==> src/hdl/ispb_pkg.sv <==
// shared types, constants and blend arithmetic for the ink-spread pixel blend core
// no dependencies; modules use scoped names into it, the testbench imports it

package ispb_pkg;

  localparam int SideDefault = 128;
  localparam int RowFieldW   = 7;
  localparam int ColourW     = 8;
  localparam int CountW      = 4;
  localparam int NumW        = 12;
  localparam int ProdW       = 25;

  localparam logic [CountW-1:0]  CountMax     = 4'd15;
  localparam logic [CountW-1:0]  OpacitySteps = 4'd10;
  localparam logic [ColourW-1:0] White        = 8'd255;

  // floor(v/10) == (v*6554)>>16 for every v up to 2550
  localparam int RecipTen      = 6554;
  localparam int RecipTenShift = 16;

  typedef logic [CountW-1:0] count_t;

  typedef enum logic {
    VisitSeed   = 1'b0,
    VisitSpread = 1'b1
  } visit_kind_e;

  typedef struct packed {
    visit_kind_e            kind;
    logic [RowFieldW-1:0]   row;
    logic [RowFieldW-1:0]   col;
    logic [ColourW-1:0]     src_blue;
    logic [ColourW-1:0]     src_green;
    logic [ColourW-1:0]     src_red;
    logic                   coin;
  } in_item_t;

  typedef struct packed {
    logic                   written;
    logic [ColourW-1:0]     out_blue;
    logic [ColourW-1:0]     out_green;
    logic [ColourW-1:0]     out_red;
  } out_item_t;

  // numerator src*k + 255*(10-k), at most 2550
  function automatic logic [NumW-1:0] blend_num(input logic [ColourW-1:0] src,
                                                 input count_t k);
    blend_num = NumW'(src) * NumW'(k) + NumW'(White) * NumW'(OpacitySteps - k);
  endfunction

  function automatic logic [ColourW-1:0] div_ten(input logic [NumW-1:0] v);
    logic [ProdW-1:0] p;
    p = ProdW'(v) * ProdW'(RecipTen);
    return p[RecipTenShift +: ColourW];
  endfunction

endpackage

==> src/hdl/ispb_clear.sv <==
// post-reset sweep that zeroes both stores one row per cycle
// no package dependencies beyond the default side length

module ispb_clear #(
  parameter int Side = ispb_pkg::SideDefault,
  localparam int RowW = $clog2(Side)
) (
  input  logic             clk_i,
  input  logic             rst_ni,
  output logic             busy_o,
  output logic [RowW-1:0]  row_o
);

  localparam logic [RowW-1:0] LastIdx = RowW'(Side - 1);

  logic            busy_q, busy_d;
  logic [RowW-1:0] row_q, row_d;

  always_comb begin
    busy_d = busy_q;
    row_d  = row_q;
    if (busy_q) begin
      if (row_q == LastIdx) begin
        busy_d = 1'b0;
      end else begin
        row_d = row_q + RowW'(1);
      end
    end
  end

  always_ff @(posedge clk_i or negedge rst_ni) begin
    if (!rst_ni) begin
      busy_q <= 1'b1;
      row_q  <= '0;
    end else begin
      busy_q <= busy_d;
      row_q  <= row_d;
    end
  end

  assign busy_o = busy_q;
  assign row_o  = row_q;

endmodule

==> config.mk <==
export PLATFORM = sky130hd
export DESIGN_NAME = ispb_clear
export DESIGN_NICKNAME = d
export VERILOG_FILES = /design/src/hdl/ispb_pkg.sv /design/src/hdl/ispb_clear.sv
export SDC_FILE = /design/constraint.sdc
export NUM_CORES = 1
export LEC_CHECK = 0
export BUFFER_PORTS_ARGS = -buffer_cell sky130_fd_sc_hd__buf_4
export CAP_MARGIN = 20
export CORE_AREA = 4 4 41 43
export DETAILED_ROUTE_END_ITERATION = 6
export DIE_AREA = 0 0 45 47
export PLACE_DENSITY = 0.57
export SYNTH_ARGS = -nofsm -noshare
export SYNTH_HDL_FRONTEND = slang
export SYNTH_SLANG_ARGS = --single-unit
==> constraint.sdc <==
create_clock -name clk_i -period 1.38 [get_ports clk_i]
set_clock_uncertainty 0.15 [all_clocks]
set_input_delay 0.345 -clock clk_i [delete_from_list [all_inputs] [get_ports clk_i]]
set_output_delay 0.345 -clock clk_i [all_outputs]
set_load 0.03 [all_outputs]
# Yosys cells after proc, flatten, opt, wreduce, memory -nomap -nowiden
# Cells that the tools add are included.
[op_classes]
add_sub_neg = 1
n_eq_ne = 1
muxes = 2
bitwise_logic = 1
n_reduce_logical = 1
[op_table]
columns = ["cell", "n"]
rows = [
  ["adder 7 x 1 -> 7 bit, second input constant", 1],
  ["== test 7 bit, second input constant", 1],
  ["two-way mux 1 bit", 2],
  ["AND reduction 2 bit", 1],
  ["inverter 1 bit", 1],
]
[word_totals]
ff_bits = 8
inputBits = 2
output_inout_bits = 8
elab_cells = 8

# Depth between registers and ports, before layout
# Gate-level depths: netlist of the first run.
[logic_depth]
word_depth = 3
mapped_depth = 4
depth_no_buf = 4

# Least setup slack after synthesis of the first run
# Ideal clock, no wire load.
[synth_path]
kind = "register -> register"
start = "register row_q[0], in the netlist row_o[0]"
end = "register row_q[1], in the netlist row_o[1]"
arrival_time_ns = 1.466
required_time_ns = 1.105
setup_slack_ns = -0.361
stages_incl_launch_ff = 5
path_buffers = 0
period_less_slack_ns = 1.741
path_cell_list = "dfrtp_1 -> ha_1 -> nand4_4 -> o21ai_4 -> mux2_4"
[synth_via]
elab_chain_len = 3
elab_cells_between_ends = 4
cone_classes = "add/sub: 1; eq/ne: 1; bitwise: 1; reduce/logical: 1"
[synth_rtl]
columns = ["item", "line_no", "rtl"]
rows = [
  ["start: declaration", "ispb_clear.sv:17", "logic [RowW-1:0] row_q, row_d;"],
  ["start signal: assignment", "ispb_clear.sv:37", "row_q <= row_d;"],
  ["branches (longest 3 deep; another with adder 7 x 1 -> 7 bit)", "-", ""],
]
# Parallel ways; which one is timed is not known.
# A chain may end at the register's enable or synchronous reset.

# Worst setup path after layout of the first run
[layout_path]
start = "register row_q[0], in the netlist row_o[0]"
end = "output row_o[0]"
[layout_rtl]
columns = ["item", "line_no", "rtl"]
rows = [
  ["end: declaration", "ispb_clear.sv:11", "output logic [RowW-1:0] row_o"],
]
# No word-level cell between the ends.

==> qor.csv, run 1 <==
metric;value;unit
Final Util;0.571;
Max VDD drop;0.000420;V
I/O Pins;10;
Buffers on Ports;9;
Required @ worst endpoint;880;ps
total number of clock tree sinks;8;
initial antenna violation count;0;
Synthesized Nets;32;
share of the synthesized area in the top cell type;0.461;
detail-routed via count per cell;4.72;
global routing usage summed across all routing layers;0.127;
Placed Instance Area;542;µm²
root buffer cell;sky130_fd_sc_hd__clkbuf_4;
number of unique standard cell types used by synthesis;19;
number of cell rows;13;
total half-perimeter wirelength after legalization and detailed placement;642;µm
Final Hold Violating Endpoints;0;
initial core utilization;0.292;
TritonCTS clock tree;yes;
die height;47;µm
setup repair after global routing missed its margin;true;
Die W;45;µm
number of warnings issued by yosys;0;
number of global-route vias before repair;399;
measured slew at the worst slew-check pin;193;ps
post-route worst setup slack;-77.7;ps
outcome;complete, but fails checks;
ANT cells;0;
area of the die;2120;µm²
Crit Path Category;register to output port;
headroom to the max-slew limit;0.871;
worst hold path type;primary input to asynchronous set/reset pin;
Highest Clock Rate;686;MHz
number of max-cap violations;0;
main area contributors after synthesis;sky130_fd_sc_hd__dfrtp_1 (46%), sky130_fd_sc_hd__dfstp_2 (6.9%), sky130_fd_sc_hd__nand4_4 (5.6%);
clock slew seen by the registers of the worst setup and hold paths;70;ps
highest-count cells in the layout ignoring fill and taps;sky130_fd_sc_hd__buf_4 (16), sky130_fd_sc_hd__buf_6 (14), sky130_fd_sc_hd__dfrtp_1 (5), sky130_fd_sc_hd__clkbuf_4 (3);
Leakage;0.385;nW
largest net degree at the start of global routing;9;
synthesis-to-finish area growth;95.4;%
overall overflow remaining after global route;0;
number of design rule violations left after detail routing;0;
Post-Place Cells;61;
final instance count without filler cells;79;
post-route antenna net violation count;0;
clock buffer count from CTS;3;
H-tree level count;1;
insertion delay of the later-clocked pin in the worst-skew pair;270;ps
largest area contributor in the netlist;sky130_fd_sc_hd__dfrtp_1;
crit path launch type;register;
post-route minimum period;1460;ps
GP Congestion;0.750;
capturing element type of the critical path;output port;
number of flip-flops and latches in the synthesized netlist;8;
fraction of final layout cells with drive strength greater than 1;0.703;
wire length of the first global-routing pass;1730;µm
final WL;1130;µm
Detailed Route Iter0 Violations;1;
logic depth of the worst register-to-register path;4;
total power density per cell area;613;nW/µm²
most common cell after layout, fill and taps aside;sky130_fd_sc_hd__buf_4;
filler cell count;114;
Max clock buf depth;2;
critical path data arrival time;960;ps
share of the cycle needed by the critical path after routing;1.06;
Final Slew Violations;0;
netlist area before placement;380;µm²
Post-Layout Inst Area;743;µm²
register area share after synthesis;0.530;
Layout Nets;68;
area of the placeable core;1300;µm²
Crit Path Max Fanout;2;
Setup-failing EPs final;7;
violations in the final reports;setup timing;
syn avg cell area;13.1;µm²
first-pass iteration count of the detailed router;4;
Synth Instances;29;
vias after detailed routing;373;
routed length per instance;14.2;µm
layout make-up:
cell class / count / area, µm² / share of cell area
Sequential cell: 8 / 204 / 0.274
Inverter: 1 / 3.75 / 0.00505
Clock buffer: 4 / 26.3 / 0.0354
Multi-Input combinational cell: 20 / 203 / 0.273
Tap cell: 15 / 18.8 / 0.0253
Timing Repair Buffer: 31 / 288 / 0.387
Yosys cell counts:
| cell | n |
|---|---|
| sky130_fd_sc_hd__dfrtp_1 | 7 |
| sky130_fd_sc_hd__a21oi_1 | 3 |
| sky130_fd_sc_hd__and4_1 | 2 |
| sky130_fd_sc_hd__xnor2_1 | 2 |
| sky130_fd_sc_hd__a31o_2 | 1 |
| sky130_fd_sc_hd__and2_1 | 1 |
| sky130_fd_sc_hd__and3_1 | 1 |
| sky130_fd_sc_hd__dfstp_2 | 1 |
| sky130_fd_sc_hd__ha_1 | 1 |
| sky130_fd_sc_hd__inv_1 | 1 |
| sky130_fd_sc_hd__mux2_4 | 1 |
| sky130_fd_sc_hd__nand2_1 | 1 |
| sky130_fd_sc_hd__nand4_1 | 1 |
| sky130_fd_sc_hd__nand4_4 | 1 |
| sky130_fd_sc_hd__nor2_1 | 1 |
| sky130_fd_sc_hd__o211a_1 | 1 |
| sky130_fd_sc_hd__o211ai_1 | 1 |
| sky130_fd_sc_hd__o21a_1 | 1 |
| sky130_fd_sc_hd__o21ai_4 | 1 |
sequential cells by signal, summed over array words and instances, names as in the netlist:
| name | flops |
|---|---|
| row_o | 7 |
| busy_o | 1 |
per-layer routing:
layer,GRT usage,vias up,part of all wire
met5,0,-,0
met4,0.158,0,0.041
met3,0.0307,4,0.055
met2,0.195,9,0.55
met1,0.128,181,0.36
li1,-,179,-
power by group:
part	leakage [nW]	total, mW	internal, mW	switching [mW]
registers	0.105	0.235	0.235	0
clock network	0.0150	0.212	0.112	0.101
logic	0.265	0.00868	0.00375	0.00493
worst paths after layout:
kind                       slack, ps  endpoint     start
max                              -80  row_o[0]  row_o[0]
min                              270  row_o[6]    rst_ni
max reg2reg                      -40  row_o[1]  row_o[1]
min reg2reg                      450  row_o[6]  row_o[6]
max in group asynchronous        580    busy_o    rst_ni
min in group clk_i               450  row_o[6]  row_o[6]
per-stage QoR:
step / total power [mW] / setup TNS, ps / worst slack, ps / hold WS (ps)
finish: 0.455 / -255 / -77.7 / 270
global route: 0.475 / -621 / -103 / 281
CTS: 0.454 / -235 / -68.1 / 284
detailed placement: 0.246 / -32.7 / -17.5 / 22.2
global placement: 0.246 / 0 / 4.39 / 19.0
floorplan: 0.239 / -233 / -190 / -101
cells by family after synthesis:
family                     synth area share
buffers and inverters               0.00986
xor gates and xnor gates             0.0461
muxes                                0.0395
AOI/OAI and AO/OA                     0.171
and+or+nand+nor                       0.171
DFF                                   0.530
adders and majority gates            0.0329
critical path: stages (launching register included):
cell                      delay, ps
sky130_fd_sc_hd__dfrtp_2        430
sky130_fd_sc_hd__buf_6          130
sky130_fd_sc_hd__buf_6          130
timing repair:
action,4_1_cts,5_1_grt
hold buffers,1,0
hold endpoints to repair,8,0
pin swaps,4,3
resized for setup,14,4
buffers inserted,10,3
setup endpoints to repair,10,12
Note: power is estimated with default switching activity, not from simulation.
==> inputs of run 2 (changes only) <==
--- a/config.mk
+++ b/config.mk
@@ -14,3 +14,4 @@
 export SYNTH_ARGS = -nofsm -noshare
 export SYNTH_HDL_FRONTEND = slang
 export SYNTH_SLANG_ARGS = --single-unit
+export TNS_END_PERCENT = 30
==> run 2 against run 1 <==
  * The run still ends with setup timing left
  * First-iteration DRC count rose to 10 times the previous value
  * Core utilization fell by 5.0 points
  * Global-route usage fell by 0.46 points
  * Count of clock-buffer cells in the layout did not move
  * Setup slack improved by 11 ps
  * Wire length fell by 8.4%
  * Combinational power barely moved
  * Highest routed layer unchanged
==> qor.csv, run 2 (synthesized netlist as in run 1, its figures left out) <==
metric;value;unit
outcome;complete, but fails checks;
violations in the final reports;setup timing;
detail-routed via count per cell;4.90;
Crit Path Category;register to output port;
cell internal power dissipation;0.350;mW
area of the die;2120;µm²
share of the cycle needed by the critical path after routing;1.05;
combinational group share of total power;0.019;
Leakage;0.349;nW
total power density per cell area;661;nW/µm²
layer with the highest usage after global routing;met2;
GRT met1 Usage;0.112;
highest-count cells in the layout ignoring fill and taps;sky130_fd_sc_hd__buf_6 (13), sky130_fd_sc_hd__buf_4 (10), sky130_fd_sc_hd__dfrtp_1 (5), sky130_fd_sc_hd__clkbuf_4 (3);
post-route worst setup slack;-66.7;ps
met3 GRT Util;0.0268;
final instance count without filler cells;72;
setup repair after global routing missed its margin;true;
Die W;45;µm
clock buffer count from CTS;3;
flop-to-flop setup slack;-30;ps
switching component of the power;0.0983;mW
worst hold path type;primary input to asynchronous set/reset pin;
Required @ worst endpoint;880;ps
relative contribution of sequential cells to total power;0.524;
number of max-cap violations;0;
Max VDD drop;0.000382;V
series of cell instances along the critical path;buf_6, buf_6;
initial antenna violation count;0;
GP Congestion;0.712;
switching share of power;0.219;
overall overflow remaining after global route;0;
final WL;1030;µm
Crit Path Max Fanout;3;
clock slew seen by the registers of the worst setup and hold paths;60;ps
first-pass iteration count of the detailed router;4;
crit path launch type;register;
I/O Pins;10;
Final Util;0.521;
met2 layer usage reported by global route;0.218;
ANT cells;0;
capturing element type of the critical path;output port;
Max clock buf depth;2;
post-route antenna net violation count;0;
Post-Layout Inst Area;678;µm²
post-route minimum period;1450;ps
area of the placeable core;1300;µm²
fraction of final layout cells with drive strength greater than 1;0.632;
max reg flops;7;
wire length of the first global-routing pass;1680;µm
number of design rule violations left after detail routing;0;
critical path data arrival time;950;ps
pre-CTS WS;-31.1;ps
total number of clock tree sinks;8;
number of cell rows;13;
Highest Clock Rate;691;MHz
Layout Nets;61;
initial core utilization;0.292;
clock network fraction of design power;0.457;
Final Slew Violations;0;
accumulated negative setup slack;-311;ps
cell seen most often among critical-path stages;sky130_fd_sc_hd__buf_6;
global routing usage summed across all routing layers;0.122;
number of global-route vias before repair;393;
measured slew at the worst slew-check pin;191;ps
critical-path cell with the highest stage delay;sky130_fd_sc_hd__dfrtp_2;
die height;47;µm
headroom to the max-slew limit;0.873;
Placed Instance Area;542;µm²
Buffers on Ports;9;
Fin Hold WS;277;ps
Final Hold Violating Endpoints;0;
Setup-failing EPs final;9;
Critical Path Max Stage Delay;430;ps
sum of internal, switching and leakage power;0.448;mW
insertion delay of the later-clocked pin in the worst-skew pair;270;ps
TritonCTS clock tree;yes;
H-tree level count;1;
root buffer cell;sky130_fd_sc_hd__clkbuf_4;
Detailed Route Iter0 Violations;10;
Post-Place Cells;61;
synthesis-to-finish area growth;78.3;%
routed length per instance;14.3;µm
largest net degree at the start of global routing;9;
most common cell after layout, fill and taps aside;sky130_fd_sc_hd__buf_6;
total half-perimeter wirelength after legalization and detailed placement;684;µm
vias after detailed routing;353;
run 2: cell count changes in the layout (fill, tap and decap cells not counted):
cell                      before  now
sky130_fd_sc_hd__a21oi_1       1    2
sky130_fd_sc_hd__a21oi_2       2    1
sky130_fd_sc_hd__and3_1        0    1
sky130_fd_sc_hd__and3_4        1    0
sky130_fd_sc_hd__buf_4        16   10
sky130_fd_sc_hd__buf_6        14   13
run 2: timing repair:
| action | CTS | global route |
|---|---|---|
| pin swaps | 3 | 1 |
| resized for setup | 13 | 2 |
| hold endpoints to repair | 8 | 0 |
| setup buffers | 6 | 0 |
| endpoints found under the setup margin | 8 | 12 |
| hold buffers | 1 | 0 |
run 2: final cells by class:
cell class | instances | area, µm²
flip-flops and latches | 8 | 204
clock buffers | 4 | 26.3
inverters | 1 | 3.75
repair buffers | 24 | 231
fillers | 131 | 623
well taps | 15 | 18.8
multi-input cells | 20 | 194
run 2: final timing paths:
path                       startpoint        to  cells past startpoint
min reg2reg                  row_o[6]  row_o[6]                      1
min                            rst_ni  row_o[4]                      2
max reg2reg                    busy_o  row_o[5]                      4
max in group asynchronous      rst_ni    busy_o                      2
min in group clk_i           row_o[6]  row_o[6]                      1
max                          row_o[1]  row_o[1]                      2
run 2: per-layer routing:
layer	vias up	part of all wire
li1	170	-
met1	170	0.38
met2	9	0.53
met3	4	0.059
met4	0	0.032
met5	-	0
run 2: power by group through the flow:
stage	Clock (mW)	Sequential [mW]	Combinational, mW
floorplan	0	0.239	0.0000000925
global placement	0	0.239	0.00656
detailed placement	0	0.239	0.00696
CTS	0.210	0.235	0.00918
global route	0.219	0.235	0.0103
finish	0.205	0.235	0.00869
run 2: worst max-delay path: cells and delay by family, from the launching register on:
kind,cells,cell delay [ps]
flip-flops,1,430
buffers and inverters,2,260
==> inputs of run 3 (changes only) <==
--- a/config.mk
+++ b/config.mk
@@ -7,10 +7,11 @@
 export LEC_CHECK = 0
 export BUFFER_PORTS_ARGS = -buffer_cell sky130_fd_sc_hd__buf_4
 export CAP_MARGIN = 20
-export CORE_AREA = 4 4 41 43
+export CORE_AREA = 2 2 39 41
 export DETAILED_ROUTE_END_ITERATION = 6
-export DIE_AREA = 0 0 45 47
+export DIE_AREA = 0 0 41 43
 export PLACE_DENSITY = 0.57
+export SKIP_CTS_REPAIR_TIMING = 1
 export SYNTH_ARGS = -nofsm -noshare
 export SYNTH_HDL_FRONTEND = slang
 export SYNTH_SLANG_ARGS = --single-unit
==> run 3 against run 2 <==
  * The run still ends with setup timing left
  * Wire length down 20%
  * Die area down 17%
  * Largest power group unchanged
  * Global-route usage shrank 1.2 points
  * Critical endpoint is now busy_o
==> qor.csv, run 3 (synthesized netlist as in run 1, its figures left out) <==
metric;value;unit
vias after detailed routing;340;
H-tree level count;1;
GP Congestion;0.748;
Required @ worst endpoint;880;ps
post-route antenna net violation count;0;
detail-routed via count per cell;4.66;
Final Slew Violations;0;
share of the cycle needed by the critical path after routing;1.04;
post-route minimum period;1440;ps
worst hold path type;primary input to asynchronous set/reset pin;
crit path launch type;register;
pre-CTS WS;-42.5;ps
CP top delay family;flip-flops;
die height;43;µm
critical-path cell with the highest stage delay;sky130_fd_sc_hd__dfstp_2;
Buffers on Ports;9;
Max VDD drop;0.000333;V
series of cell instances along the critical path;buf_6;
logic depth of the worst register-to-register path;4;
Layout Nets;61;
wire length of the first global-routing pass;1240;µm
violations in the final reports;setup timing;
Critical Path Max Stage Delay;560;ps
sum of internal, switching and leakage power;0.431;mW
Leakage;0.348;nW
highest-count cells in the layout ignoring fill and taps;sky130_fd_sc_hd__buf_6 (12), sky130_fd_sc_hd__buf_4 (11), sky130_fd_sc_hd__dfrtp_1 (5), sky130_fd_sc_hd__clkbuf_4 (3);
I/O Pins;10;
Crit Path Max Fanout;4;
headroom to the max-slew limit;0.875;
synthesis-to-finish area growth;77.0;%
critical path endpoint;busy_o;
Detailed Route Iter0 Violations;2;
largest net degree at the start of global routing;9;
Max clock buf depth;2;
insertion delay of the later-clocked pin in the worst-skew pair;250;ps
overall overflow remaining after global route;0;
initial antenna violation count;0;
post-route worst setup slack;-55.0;ps
total power density per cell area;640;nW/µm²
start point of the critical path;busy_o;
ANT cells;0;
setup repair after global routing missed its margin;true;
total half-perimeter wirelength after legalization and detailed placement;634;µm
root buffer cell;sky130_fd_sc_hd__clkbuf_4;
Highest Clock Rate;697;MHz
max reg flops;7;
fraction of final layout cells with drive strength greater than 1;0.614;
initial core utilization;0.275;
most common cell after layout, fill and taps aside;sky130_fd_sc_hd__buf_6;
total number of clock tree sinks;8;
critical path data arrival time;940;ps
first-pass iteration count of the detailed router;4;
launch instance of the worst register-to-register path;row_o[0];
measured slew at the worst slew-check pin;187;ps
routed length per instance;11.3;µm
area of the placeable core;1380;µm²
number of buffer and inverter instances along the worst setup path;1;
clock buffer count from CTS;3;
number of cell rows;14;
flop-to-flop setup slack;-40;ps
final WL;823;µm
number of stages on the worst setup path;1;
Setup-failing EPs final;10;
number of global-route vias before repair;295;
end of the worst register-to-register path;row_o[1];
clock slew seen by the registers of the worst setup and hold paths;60;ps
Die W;41;µm
area of the die;1760;µm²
number of max-cap violations;0;
capturing element type of the critical path;output port;
global routing usage summed across all routing layers;0.110;
TritonCTS clock tree;yes;
Crit Path Category;register to output port;
outcome;complete, but fails checks;
number of design rule violations left after detail routing;0;
Final Hold Violating Endpoints;0;
[run 3: cell counts in the layout (fill, tap and decap cells not counted)]
Identical to the previous run, type by type.
[run 3: worst min-delay path by stage]
stage                       from  endpoint  slack (ps)
after floorplan           rst_ni  row_o[0]        -100
after global placement    rst_ni  row_o[6]          20
after detailed placement  rst_ni  row_o[5]          20
after CTS                 rst_ni  row_o[4]        -260
after global routing      rst_ni  row_o[4]         300
final                     rst_ni  row_o[5]         300
[run 3: final cells by class]
cell class / instances / area [µm²]
clock buffers: 4 / 26.3
repair buffers: 24 / 228
flip-flops and latches: 8 / 204
fillers: 125 / 711
multi-input cells: 20 / 191
inverters: 1 / 3.75
well taps: 16 / 20.0
[run 3: per-stage QoR]
| stage | utilization | setup TNS, ps | hold slack [ps] | std cells | cell area [µm²] |
|---|---|---|---|---|---|
| final | 0.486 | -300 | 301 | 73 | 673 |
| after global routing | 0.486 | -780 | 302 | 73 | 673 |
| after CTS | 0.411 | -723 | -256 | 66 | 569 |
| after detailed placement | 0.392 | -42.5 | 19.7 | 62 | 543 |
| after global placement | 0.392 | -9.01 | 18.0 | 62 | 543 |
| after floorplan | - | -245 | -101 | 29 | 395 |
[run 3: where the power goes]
group | switching, mW | total [mW] | internal [mW]
logic | 0.00481 | 0.00857 | 0.00376
registers | 0 | 0.235 | 0.235
clock network | 0.0771 | 0.188 | 0.110
total | 0.0819 | 0.431 | 0.349
[run 3: routing by layer]
layer,GRT usage,part of all wire,wire length [µm]
met3,0.0314,0.069,57
met1,0.114,0.40,327
met2,0.184,0.53,438
met4,0.0600,0,0
met5,0,0,0
